===== src/hdl/lsa_pkg.sv =====
// Shared constants and types for the lidar sector avoidance block.
// No dependencies; imported by lidar_sector_avoidance_top.
package lsa_pkg;

  // Largest scan length the index counter is built for.
  localparam int MAX_POINTS_DEF = 4096;

  // Payload widths fixed by the interface.
  localparam int RANGE_W   = 16;
  localparam int SPEED_W   = 15;
  localparam int ANG_W     = 16;
  localparam int CODE_W    = 3;
  localparam int SCAN_W    = 13;
  localparam int FRAC_W    = 15;
  localparam int CFG_IDX_W = 3;
  localparam int CFG_W     = 16;
  localparam int OUT_DATA_W = 88;

  // Running minimum start value, meaning no valid return in the sector.
  localparam logic [RANGE_W-1:0] NO_RANGE = 16'd50000;

  // Configuration reset values.
  localparam logic [SCAN_W-1:0]  SCAN_POINTS_RST  = 13'd720;
  localparam logic [FRAC_W-1:0]  BACK_FRAC_RST    = 15'd15729;
  localparam logic [RANGE_W-1:0] OBSTACLE_MM_RST  = 16'd3000;
  localparam logic [RANGE_W-1:0] MIN_VALID_RST    = 16'd100;
  localparam logic [SPEED_W-1:0] CRUISE_RST       = 15'd300;
  localparam logic [SPEED_W-1:0] FALLBACK_RST     = 15'd100;
  localparam logic [SPEED_W-1:0] TURN_RATE_RST    = 15'd500;

  // Configuration register indexes.
  typedef enum logic [CFG_IDX_W-1:0] {
    REG_SCAN_POINTS  = 3'd0,
    REG_BACK_FRAC    = 3'd1,
    REG_OBSTACLE_MM  = 3'd2,
    REG_MIN_VALID    = 3'd3,
    REG_CRUISE       = 3'd4,
    REG_FALLBACK     = 3'd5,
    REG_TURN_RATE    = 3'd6
  } cfg_reg_t;

  // Decision table outcomes.
  typedef enum logic [CODE_W-1:0] {
    CASE_CLEAR       = 3'd0,
    CASE_FRONT       = 3'd1,
    CASE_FRONT_LEFT  = 3'd2,
    CASE_FRONT_RIGHT = 3'd3,
    CASE_BOTH_BACK   = 3'd4,
    CASE_OTHER       = 3'd5
  } case_code_t;

endpackage


===== src/hdl/lidar_sector_avoidance_top.sv =====
// Lidar sector avoidance: per-sample sector minimum tracking and velocity decision.
// Depends on lsa_pkg.
//
// Usage:
//   The input stream carries one range sample (mm) per beat on in_tdata. The
//   block counts samples within a scan of scan_points beats. Samples update
//   the back-left, front and back-right running minimums; the last sample of
//   a scan is not tracked but produces one result beat on out_tdata holding
//   the velocity command, the decision code and the three minimums.
//   The result beat is registered and is valid the cycle after the last sample beat.
//   Throughput: one sample per clock while in_tready is high. Each beat passes through one level of
//   compares against the three minimum registers; sector limits are
//   precomputed in registers when scan_points or back_fraction_q16 is written.
//   If the receiver stalls, samples keep flowing until the last sample of the
//   next scan finds the result register still full; only then in_tready drops.
//   Reset (synchronous, rst_n low) loads the default configuration, clears
//   the sample index, sets all minimums to 50000 and empties the output.
//   The configuration port is to be written by the user only while no result is pending; the block does not enforce it.
module lidar_sector_avoidance_top #(
  parameter int MAX_POINTS = lsa_pkg::MAX_POINTS_DEF
) (
  input  logic                            clk,
  input  logic                            rst_n,
  // Configuration write port
  input  logic                            cfg_we,
  input  logic [lsa_pkg::CFG_IDX_W-1:0]   cfg_index,
  input  logic [lsa_pkg::CFG_W-1:0]       cfg_wdata,
  // Sample input stream
  input  logic                            in_tvalid,
  output logic                            in_tready,
  input  logic [lsa_pkg::RANGE_W-1:0]     in_tdata,   // [15:0] range_mm
  // Result output stream
  output logic                            out_tvalid,
  input  logic                            out_tready,
  // [14:0] linear_speed, [30:15] angular_speed, [33:31] case_code,
  // [49:34] min_back_left, [65:50] min_front, [81:66] min_back_right, [87:82] zero
  output logic [lsa_pkg::OUT_DATA_W-1:0]  out_tdata
);
  import lsa_pkg::*;

  localparam int IDX_W  = $clog2(MAX_POINTS);
  localparam int SIZE_W = $clog2(MAX_POINTS + 1);
  localparam int PROD_W = FRAC_W + SIZE_W;

  // Clamp a written scan length to the supported range.
  function automatic logic [SIZE_W-1:0] clamp_size(input logic [SCAN_W-1:0] s);
    logic [SIZE_W-1:0] res;
    if (32'(s) > 32'(MAX_POINTS)) begin
      res = SIZE_W'(MAX_POINTS);
    end else if (s < SCAN_W'(2)) begin
      res = SIZE_W'(2);
    end else begin
      res = SIZE_W'(s);
    end
    return res;
  endfunction

  // Back sector boundary: floor(fraction * size / 65536).
  function automatic logic [SIZE_W-1:0] calc_lim(input logic [FRAC_W-1:0] f,
                                                 input logic [SIZE_W-1:0] s);
    logic [PROD_W-1:0] prod;
    prod = PROD_W'(f) * PROD_W'(s);
    return SIZE_W'(prod >> 16);
  endfunction

  // ---------------------------------------------------------------------
  // Configuration registers and derived sector limits
  // ---------------------------------------------------------------------
  logic [SIZE_W-1:0]  size_r, lim_r, rlim_r, last_r;
  logic [FRAC_W-1:0]  frac_r;
  logic [RANGE_W-1:0] obstacle_r, min_valid_r;
  logic [SPEED_W-1:0] cruise_r, fallback_r, turn_r;

  logic [SIZE_W-1:0]  size_sel, lim_nxt;
  logic [FRAC_W-1:0]  frac_sel;

  // Combine the new value with the stored partner to recompute the limits.
  always_comb begin
    size_sel = size_r;
    frac_sel = frac_r;
    if (cfg_we && cfg_index == REG_SCAN_POINTS) begin
      size_sel = clamp_size(cfg_wdata[SCAN_W-1:0]);
    end
    if (cfg_we && cfg_index == REG_BACK_FRAC) begin
      frac_sel = cfg_wdata[FRAC_W-1:0];
    end
    lim_nxt = calc_lim(frac_sel, size_sel);
  end

  always_ff @(posedge clk) begin
    if (!rst_n) begin
      size_r      <= clamp_size(SCAN_POINTS_RST);
      frac_r      <= BACK_FRAC_RST;
      lim_r       <= calc_lim(BACK_FRAC_RST, clamp_size(SCAN_POINTS_RST));
      rlim_r      <= clamp_size(SCAN_POINTS_RST)
                     - calc_lim(BACK_FRAC_RST, clamp_size(SCAN_POINTS_RST));
      last_r      <= clamp_size(SCAN_POINTS_RST) - SIZE_W'(1);
      obstacle_r  <= OBSTACLE_MM_RST;
      min_valid_r <= MIN_VALID_RST;
      cruise_r    <= CRUISE_RST;
      fallback_r  <= FALLBACK_RST;
      turn_r      <= TURN_RATE_RST;
    end else if (cfg_we) begin
      size_r <= size_sel;
      frac_r <= frac_sel;
      lim_r  <= lim_nxt;
      rlim_r <= size_sel - lim_nxt;
      last_r <= size_sel - SIZE_W'(1);
      case (cfg_index)
        REG_OBSTACLE_MM: obstacle_r  <= cfg_wdata[RANGE_W-1:0];
        REG_MIN_VALID:   min_valid_r <= cfg_wdata[RANGE_W-1:0];
        REG_CRUISE:      cruise_r    <= cfg_wdata[SPEED_W-1:0];
        REG_FALLBACK:    fallback_r  <= cfg_wdata[SPEED_W-1:0];
        REG_TURN_RATE:   turn_r      <= cfg_wdata[SPEED_W-1:0];
        default: ;
      endcase
    end
  end

  // ---------------------------------------------------------------------
  // Scan position and running minimums
  // ---------------------------------------------------------------------
  logic [IDX_W-1:0]   idx_r;
  logic [RANGE_W-1:0] min_l_r, min_f_r, min_r_r;
  logic [SIZE_W-1:0]  idx_ext;
  logic               scan_end, in_fire;
  logic               in_left, in_front, in_right, sample_ok;

  assign idx_ext   = SIZE_W'(idx_r);
  assign scan_end  = (idx_ext >= last_r);
  assign in_left   = (idx_ext <= lim_r);
  assign in_front  = (idx_ext >= lim_r) && (idx_ext < rlim_r);
  assign in_right  = (idx_ext >= rlim_r);
  assign sample_ok = (in_tdata > min_valid_r);

  // Only the last sample of a scan needs room in the result register.
  assign in_tready = !out_tvalid || out_tready || !scan_end;
  assign in_fire   = in_tvalid && in_tready;

  always_ff @(posedge clk) begin
    if (!rst_n) begin
      idx_r   <= '0;
      min_l_r <= NO_RANGE;
      min_f_r <= NO_RANGE;
      min_r_r <= NO_RANGE;
    end else if (in_fire) begin
      if (scan_end) begin
        idx_r   <= '0;
        min_l_r <= NO_RANGE;
        min_f_r <= NO_RANGE;
        min_r_r <= NO_RANGE;
      end else begin
        idx_r <= idx_r + IDX_W'(1);
        if (in_left && sample_ok && in_tdata < min_l_r) begin
          min_l_r <= in_tdata;
        end
        if (in_front && sample_ok && in_tdata < min_f_r) begin
          min_f_r <= in_tdata;
        end
        if (in_right && sample_ok && in_tdata < min_r_r) begin
          min_r_r <= in_tdata;
        end
      end
    end
  end

  // ---------------------------------------------------------------------
  // Decision table on the finished minimums
  // ---------------------------------------------------------------------
  logic               obs_f, obs_l, obs_r;
  case_code_t         code_nxt;
  logic [SPEED_W-1:0] lin_nxt;
  logic [ANG_W-1:0]   ang_nxt;

  assign obs_f = (min_f_r < obstacle_r);
  assign obs_l = (min_l_r < obstacle_r);
  assign obs_r = (min_r_r < obstacle_r);

  always_comb begin
    unique case ({obs_f, obs_l, obs_r})
      3'b000: begin
        code_nxt = CASE_CLEAR;
        lin_nxt  = cruise_r;
        ang_nxt  = '0;
      end
      3'b100: begin
        code_nxt = CASE_FRONT;
        lin_nxt  = '0;
        ang_nxt  = ANG_W'(turn_r);
      end
      3'b110: begin
        code_nxt = CASE_FRONT_LEFT;
        lin_nxt  = '0;
        ang_nxt  = ANG_W'(1'b0) - ANG_W'(turn_r);
      end
      3'b101: begin
        code_nxt = CASE_FRONT_RIGHT;
        lin_nxt  = '0;
        ang_nxt  = ANG_W'(turn_r);
      end
      3'b011: begin
        code_nxt = CASE_BOTH_BACK;
        lin_nxt  = cruise_r;
        ang_nxt  = '0;
      end
      default: begin
        code_nxt = CASE_OTHER;
        lin_nxt  = fallback_r;
        ang_nxt  = '0;
      end
    endcase
  end

  // ---------------------------------------------------------------------
  // Result register
  // ---------------------------------------------------------------------
  logic               out_valid_r;
  logic [SPEED_W-1:0] lin_r;
  logic [ANG_W-1:0]   ang_r;
  case_code_t         code_r;
  logic [RANGE_W-1:0] res_l_r, res_f_r, res_r_r;

  always_ff @(posedge clk) begin
    if (!rst_n) begin
      out_valid_r <= 1'b0;
    end else if (in_fire && scan_end) begin
      out_valid_r <= 1'b1;
    end else if (out_tready) begin
      out_valid_r <= 1'b0;
    end
  end

  always_ff @(posedge clk) begin
    if (in_fire && scan_end) begin
      lin_r   <= lin_nxt;
      ang_r   <= ang_nxt;
      code_r  <= code_nxt;
      res_l_r <= min_l_r;
      res_f_r <= min_f_r;
      res_r_r <= min_r_r;
    end
  end

  assign out_tvalid = out_valid_r;
  assign out_tdata  = {6'd0, res_r_r, res_f_r, res_l_r, code_r, ang_r, lin_r};

  // ---------------------------------------------------------------------
  // Assertions
  // ---------------------------------------------------------------------
  a_new_scan: assert property (@(posedge clk) disable iff (!rst_n)
    in_fire && scan_end |=> idx_r == '0 && min_l_r == NO_RANGE
                            && min_f_r == NO_RANGE && min_r_r == NO_RANGE)
    else $error("scan state not restarted after last sample");

  a_min_bound: assert property (@(posedge clk) disable iff (!rst_n)
    min_l_r <= NO_RANGE && min_f_r <= NO_RANGE && min_r_r <= NO_RANGE)
    else $error("running minimum above start value");

  a_load_at_end: assert property (@(posedge clk) disable iff (!rst_n)
    $rose(out_valid_r) |-> $past(in_fire && scan_end))
    else $error("result loaded without a last sample");

  a_turn_stops: assert property (@(posedge clk) disable iff (!rst_n)
    out_valid_r && (code_r == CASE_FRONT || code_r == CASE_FRONT_LEFT
                    || code_r == CASE_FRONT_RIGHT) |-> lin_r == '0)
    else $error("forward speed nonzero while turning away");

endmodule

===== config.mk =====
export PLATFORM = sky130hd
export DESIGN_NAME = lidar_sector_avoidance_top
export DESIGN_NICKNAME = d
export VERILOG_FILES = /design/src/hdl/lsa_pkg.sv /design/src/hdl/lidar_sector_avoidance_top.sv
export SDC_FILE = /design/constraint.sdc
export NUM_CORES = 1
export LEC_CHECK = 0
export BUFFER_PORTS_ARGS = -buffer_cell sky130_fd_sc_hd__buf_2
export CAP_MARGIN = 20
export CORE_ASPECT_RATIO = 1.4
export CORE_MARGIN = 2
export CORE_UTILIZATION = 30
export CTS_CLUSTER_SIZE = 25
export DETAILED_ROUTE_END_ITERATION = 6
export PLACE_DENSITY = 0.42
export SKIP_LAST_GASP = 1
export SLEW_MARGIN = 40
export SYNTH_ARGS = -nofsm -noshare
export SYNTH_HDL_FRONTEND = slang
export SYNTH_SLANG_ARGS = --single-unit

===== constraint.sdc =====
create_clock -name clk -period 23.3 [get_ports clk]
set_input_delay 5.825 -clock clk [delete_from_list [all_inputs] [get_ports clk]]
set_output_delay 5.825 -clock clk [all_outputs]
set_load 0.1 [all_outputs]

; ---- Word-level counts from Yosys, hierarchy flattened
; Cells that the tools add are included.
[word_totals]
reg_bits = 286
input_bits = 40
output_inout_bits = 90
wordCells = 98
[op_classes]
addsub = 4
n_mul = 1
magnitude_cmp = 14
n_eq_ne = 10
n_mux = 16
n_reduce_logical = 32
[op_table]
columns = operator, n
row1 = 16-bit < comparator, 6
row2 = 16-bit 2-to-1 mux, 6
row3 = 13-bit 2-to-1 mux, 3
row4 = 16-bit one-hot mux with 2 select lines, 1
row5 = 15-bit one-hot mux with 2 select lines, 1
row6 = 15-bit by 13-bit multiplier with 28-bit output, 1
row7 = 12-bit by 13-bit greater-or-equal comparator with 1-bit output, 2
row8 = 3-bit == test (second input constant), 6
row9 = 16-bit > comparator, 1
row10 = 2-bit AND reduction, 8
row11 = 1-bit by 15-bit subtractor with 16-bit output (first input constant), 1
row12 = 15-bit 2-to-1 mux, 1
row13 = 3-bit one-hot mux with 5 select lines, 1
row14 = 13-bit > comparator (second input constant), 1
row15 = 12-bit by 13-bit < comparator with 1-bit output, 1
row16 = 13-bit by 2-bit < comparator with 1-bit output (second input constant), 1
row17 = 13-bit by 1-bit subtractor with 13-bit output (second input constant), 1
row18 = 13-bit by 12-bit subtractor with 13-bit output, 1
row19 = 12-bit by 1-bit adder with 12-bit output (second input constant), 1
row20 = 12-bit greater-or-equal comparator, 1
row21 = 12-bit less-or-equal comparator, 1
row22 = 12-bit 2-to-1 mux, 1
row23 = 1-bit logical AND, 11
row24 = 3-bit by 2-bit == test with 1-bit output (second input constant), 3
row25 = other kinds (8), 16

; ---- Logic depth before layout (Yosys ltp)
[logic_depth]
word_depth = 6
mapped_depth = 44
ltp_nobuf = 41

; ---- Least setup slack after synthesis
; OpenSTA, ideal clock, no wires.
[synth_timing]
path_kind = input port to flip-flop
from = input port cfg_index[2] (netlist bit)
to = register rlim_r[12]
setup_ns = 0.127
arrival_ns = 14.720
required_time_ns = 23.173
slack_ns = 8.453
cell_stages = 40
n_path_buf = 5
cell_sequence = or4b_4 buf_6 clkbuf_1 clkbuf_1 a22oi_1 clkbuf_1 buf_1 nor2_1 fa_1 inv_1 fa_1 inv_1 fa_1 fa_1 inv_1 fa_1 inv_1 ha_1 [... 4 more ...] nor3_1 xnor2_1 ha_1 fa_1 nor2b_1 o21ai_0 nand2b_1 or3_1 a31oi_1 a211o_1 a21boi_0 a221oi_1 o21ai_1 nand2_1 a21bo_1 o2111a_1 o2111a_1 or3_1
[synth_via]
elab_chain_len = 5
elab_cells_between_ends = 8
cone_classes = 1 x add/sub / 1 x mul / 1 x eq/ne / 2 x mux / 3 x reduce/logical
[synth_rtl]
columns = element, line_no
row1 = start: declaration, lidar_sector_avoidance_top.sv:26  ; input logic [lsa_pkg::CFG_IDX_W-1:0] cfg_index,
row2 = 3-bit by 1-bit == test with 1-bit output / 3-bit zero test (equally long branches), "lidar_sector_avoidance_top.sv:84, lidar_sector_avoidance_top.sv:81"
row3 = "1-bit logical AND, on equally long branches", "lidar_sector_avoidance_top.sv:84, lidar_sector_avoidance_top.sv:81"
row4 = 15-bit 2-to-1 mux / 13-bit 2-to-1 mux (equally long branches), "lidar_sector_avoidance_top.sv:84, lidar_sector_avoidance_top.sv:81"
row5 = 15-bit by 13-bit multiplier with 28-bit output (*), lidar_sector_avoidance_top.sv:62  ; prod = PROD_W'(f) * PROD_W'(s);
row6 = via lim_nxt[0], lidar_sector_avoidance_top.sv:74  ; logic [SIZE_W-1:0] size_sel, lim_nxt;
row7 = 13-bit by 12-bit subtractor with 13-bit output (*), lidar_sector_avoidance_top.sv:107  ; rlim_r <= size_sel - lim_nxt;
row8 = end signal: assignment, lidar_sector_avoidance_top.sv:95  ; rlim_r <= clamp_size(SCAN_POINTS_RST)
row9 = end signal: assignment, lidar_sector_avoidance_top.sv:107
row10 = end: declaration, lidar_sector_avoidance_top.sv:69  ; logic [SIZE_W-1:0] size_r, lim_r, rlim_r, last_r;
; Mark *: on every way through the listed nets, which the timed path passes. The rest lies on a longest branch.
; A chain may end at the register's enable or synchronous reset.

; ---- Worst setup path after layout
[layout_timing]
from = input port cfg_we
to = register rlim_r[12]
[layout_via]
elab_chain_len = 4
elab_cells_between_ends = 6
cone_classes = 1 x add/sub / 1 x mul / 2 x mux / 2 x reduce/logical
[layout_rtl]
columns = element, line_no
row1 = start: declaration, lidar_sector_avoidance_top.sv:25  ; input logic cfg_we,
row2 = "1-bit logical AND, on equally long branches", "lidar_sector_avoidance_top.sv:84, lidar_sector_avoidance_top.sv:81"
row3 = 15-bit 2-to-1 mux / 13-bit 2-to-1 mux (equally long branches), "lidar_sector_avoidance_top.sv:84, lidar_sector_avoidance_top.sv:81"
row4 = 15-bit by 13-bit multiplier with 28-bit output (*), lidar_sector_avoidance_top.sv:62
row5 = via lim_nxt[0], lidar_sector_avoidance_top.sv:74
row6 = 13-bit by 12-bit subtractor with 13-bit output (*), lidar_sector_avoidance_top.sv:107
; Marked as above.

==> out/results.ini <==
[sta]
hold_ws_ns=0.455
slew_headroom_pct=42.3
fin_crit_sh_pct=67.2
min_period_ns=15.67
final-setup-viol-count=0
drv_slew=0
worst_slew_pin_slew_ns=0.866
tns_ns=0
fin_skew_ns=0.0347
hold_viol=0
rsz0062_at_grt=false
max_freq_ghz=0.0638
worst_slack_ns=7.63

[grt]
grt_pass1_vias=16995
grt_pass1_wl_mm=102
grt_overflow=0
antenna_found_initial=0
grt_usage_pct=18.6
grt_max_degree=81

[synth]
ys_async_sr_fraction_pct=0
synth_ff_type=dfxtp_1
netlist_area_mm2=0.0209
synth_top_area_cell=dfxtp_1
netlist.area_leader.share_pct=19.6
netlist-cell-type-count=82
ys_ff_latch=286
synth_edf_count=82
synth_warnings=0
synth.avg_cell_area_um2=8.96
syn_inst=2329
synth_seq_area_share_pct=31.4
synth_area_leaders=dfxtp_1 (20%), fa_1 (14%), ha_1 (13%)

[route]
dr_wl_met3_mm=2.22
viasPerCell=4.86
met2_wirelength_mm=35.1
highest_layer=met4
met1Wirelength_mm=26.1
drcViolationCount=0
detail_route.wirelength_mm=65.4
drt-initial-drc-count=755
routedWlPerCell_um=19.4
dr.pass1.iters=5
ant_nets=0
num_vias=16348

[power]
ir_drop_v=0.0000976
pwr-share-seq_pct=26.6
power_density_mw_per_mm2=87.1
swShare_pct=40.5
clkPwrFrac_pct=23.9
p_leak_nw=10.6
p_switching_mw=0.830
comb_power_share_pct=49.5
p_int_mw=1.22

[cts]
hold_buffers=0
clk_latency_ns=0.60
htree_levels=1
cts_buffers=30
cts_resized=0
cts_tree=yes
cts_sinks=286
clockBufferDepth=3
cts_root_buf=clkbuf_16
postCtsSetupRepairBufs=0
clk_pin_slew_worst_paths_ns=0.06

[place]
post-place-ws_ns=6.76
hpwl_mm=51.2
gp_congestion=0.896
port_buffers=123

[worst_setup_path]
crit_top_cell=fa_1
r2r_cells=35
cp_max_fo=29
critPathKind=in2reg
r2r-start=size_r[1]
cp-end-kind=register
crit_path_top_delay_cell=a22o_1
setup.worst_path.end=rlim_r[12]
cp.arrival_ns=16.12
regToRegSetupSlack_ns=14.18
cpPeakStageDelay_ns=0.79
reg2reg_to=rlim_r[12]
start_kind=primary input
cp-startpoint=cfg_we
worstPathRequired_ns=23.75

[die]
core_mm2=0.0689
io_pins=130
initial_core_util_pct=30.3
die_h_um=316
die_w_um=227
fp.dieArea_mm2=0.0717
rows=114

[layout]
fin_nets=2812
antenna_cells_inserted=0
drive_gt1_share_pct=10.3
syn_to_final_growth_pct=12.9

[worst_hold_path]
min_path_type=reg2reg
hold_start=cruise_r[14]

[status]
status=finished, final reports clean

[flow_run]
cap_violations=0

[cells in the final DEF (no fill, tap or decap), types with 18 or more instances in the layout]
| cell type | count |
|---|---|
| a22oi_1 | 18 |
| a21oi_1 | 114 |
| nor3_1 | 23 |
| a21o_1 | 65 |
| inv_1 | 319 |
| mux2i_1 | 43 |
| a22o_1 | 20 |
| or3_1 | 19 |
| fa_1 | 143 |
| o21ai_0 | 53 |
| xnor2_1 | 35 |
| nand4_1 | 24 |
| buf_2 | 123 |
| edfxtp_1 | 82 |
| buf_4 | 22 |
| nor2_1 | 196 |
| dfxtp_1 | 204 |
| o21a_1 | 23 |
| o211ai_1 | 23 |
| clkbuf_16 | 30 |
| nand2b_1 | 19 |
| nand2_1 | 360 |
| a32o_1 | 20 |
| ha_1 | 219 |
| nand3_1 | 33 |
[cell families (layout without fill, tap and decap cells)]
logic type      count (synthesis)  in the layout  synth area share [%]
simple gates                  742            742                  15.6
buf+inv                       427            527                  7.92
compound gates                405            405                  13.3
fa+ha+maj                     365            365                  27.0
flops                         286            286                  31.4
mux                            62             62                  3.06
xor+xnor                       41             41                  1.72
other cells                     1              6                0.0180
[worst min path at each step]
stage	end	depth (start not counted)
2_1_floorplan	res_f_r[14]	0
3_3_place_gp	cruise_r[6]	2
3_5_place_dp	cruise_r[11]	2
4_1_cts	cruise_r[11]	2
5_1_grt	cruise_r[10]	2
6_report	cruise_r[14]	2
[cell type report]
cell class	instances	area, µm²
sequential	286	6550
multi-input combinational	1621	12800
inverter	322	1210
fill	7074	45300
timing repair buffer	149	847
tap	928	1160
clock inverter	15	186
clock buffer	41	802
[synthesized netlist by cell type (all sizes together) (24+ instances only)]
master,number
buf,25
ha,219
a21oi,117
nor3,24
nand3,33
nor2,198
o21ai,60
xnor2,35
clkbuf,80
nand2,360
edfxtp,82
mux2i,47
fa,143
nand4,24
a21o,65
dfxtp,204
inv,321
[worst max-delay path: cells and delay by family]
| family | cells | cell delay [ns] |
|---|---|---|
| adder cells (fa/ha/maj) | 8 | 3.32 |
| AND/OR/NAND/NOR | 11 | 3.10 |
| AO/OA/AOI/OAI | 12 | 3.16 |
| XOR/XNOR | 1 | 0.21 |
| buffers and inverters | 5 | 0.46 |
[registers in the layout, indices dropped and copies added, names as in the netlist, 13 cells and up]
| signal | flops |
|---|---|
| min_l_r | 16 |
| cruise_r | 15 |
| fallback_r | 15 |
| obstacle_r | 16 |
| min_valid_r | 16 |
| turn_r | 15 |
| res_r_r | 16 |
| lin_r | 15 |
| size_r | 13 |
| rlim_r | 13 |
| min_r_r | 16 |
| frac_r | 15 |
| last_r | 13 |
| res_f_r | 16 |
| res_l_r | 16 |
| min_f_r | 16 |
| ang_r | 16 |
[power by group through the flow]
stage	Combinational, mW	Sequential [mW]	Clock (mW)
global placement	1.02	0.557	0
floorplan	0.758	0.552	0
global route	1.15	0.549	0.520
CTS	1.03	0.546	0.505
detailed placement	1.03	0.557	0
finish	1.01	0.547	0.489
[layer usage]
metal / vias up / GRT usage, %
met1: 7984 / 21.4
li1: 7926 / -
met4: 0 / 5.97
met5: - / 0
met2: 356 / 35.8
met3: 82 / 1.45
[per-stage QoR]
| stage | util [%] | cells | power (mW) | area [µm²] |
|---|---|---|---|---|
| 2_1_floorplan | - | 2334 | 1.31 | 20900 |
| 4_1_cts | 34.1 | 3361 | 2.08 | 23500 |
| 5_1_grt | 34.2 | 3362 | 2.22 | 23500 |
| 3_5_place_dp | 32.7 | 3305 | 1.58 | 22500 |
| 6_report | 34.2 | 3362 | 2.05 | 23500 |
| 3_3_place_gp | 32.6 | 3303 | 1.57 | 22400 |
Note: power is estimated with default switching activity, not from simulation.
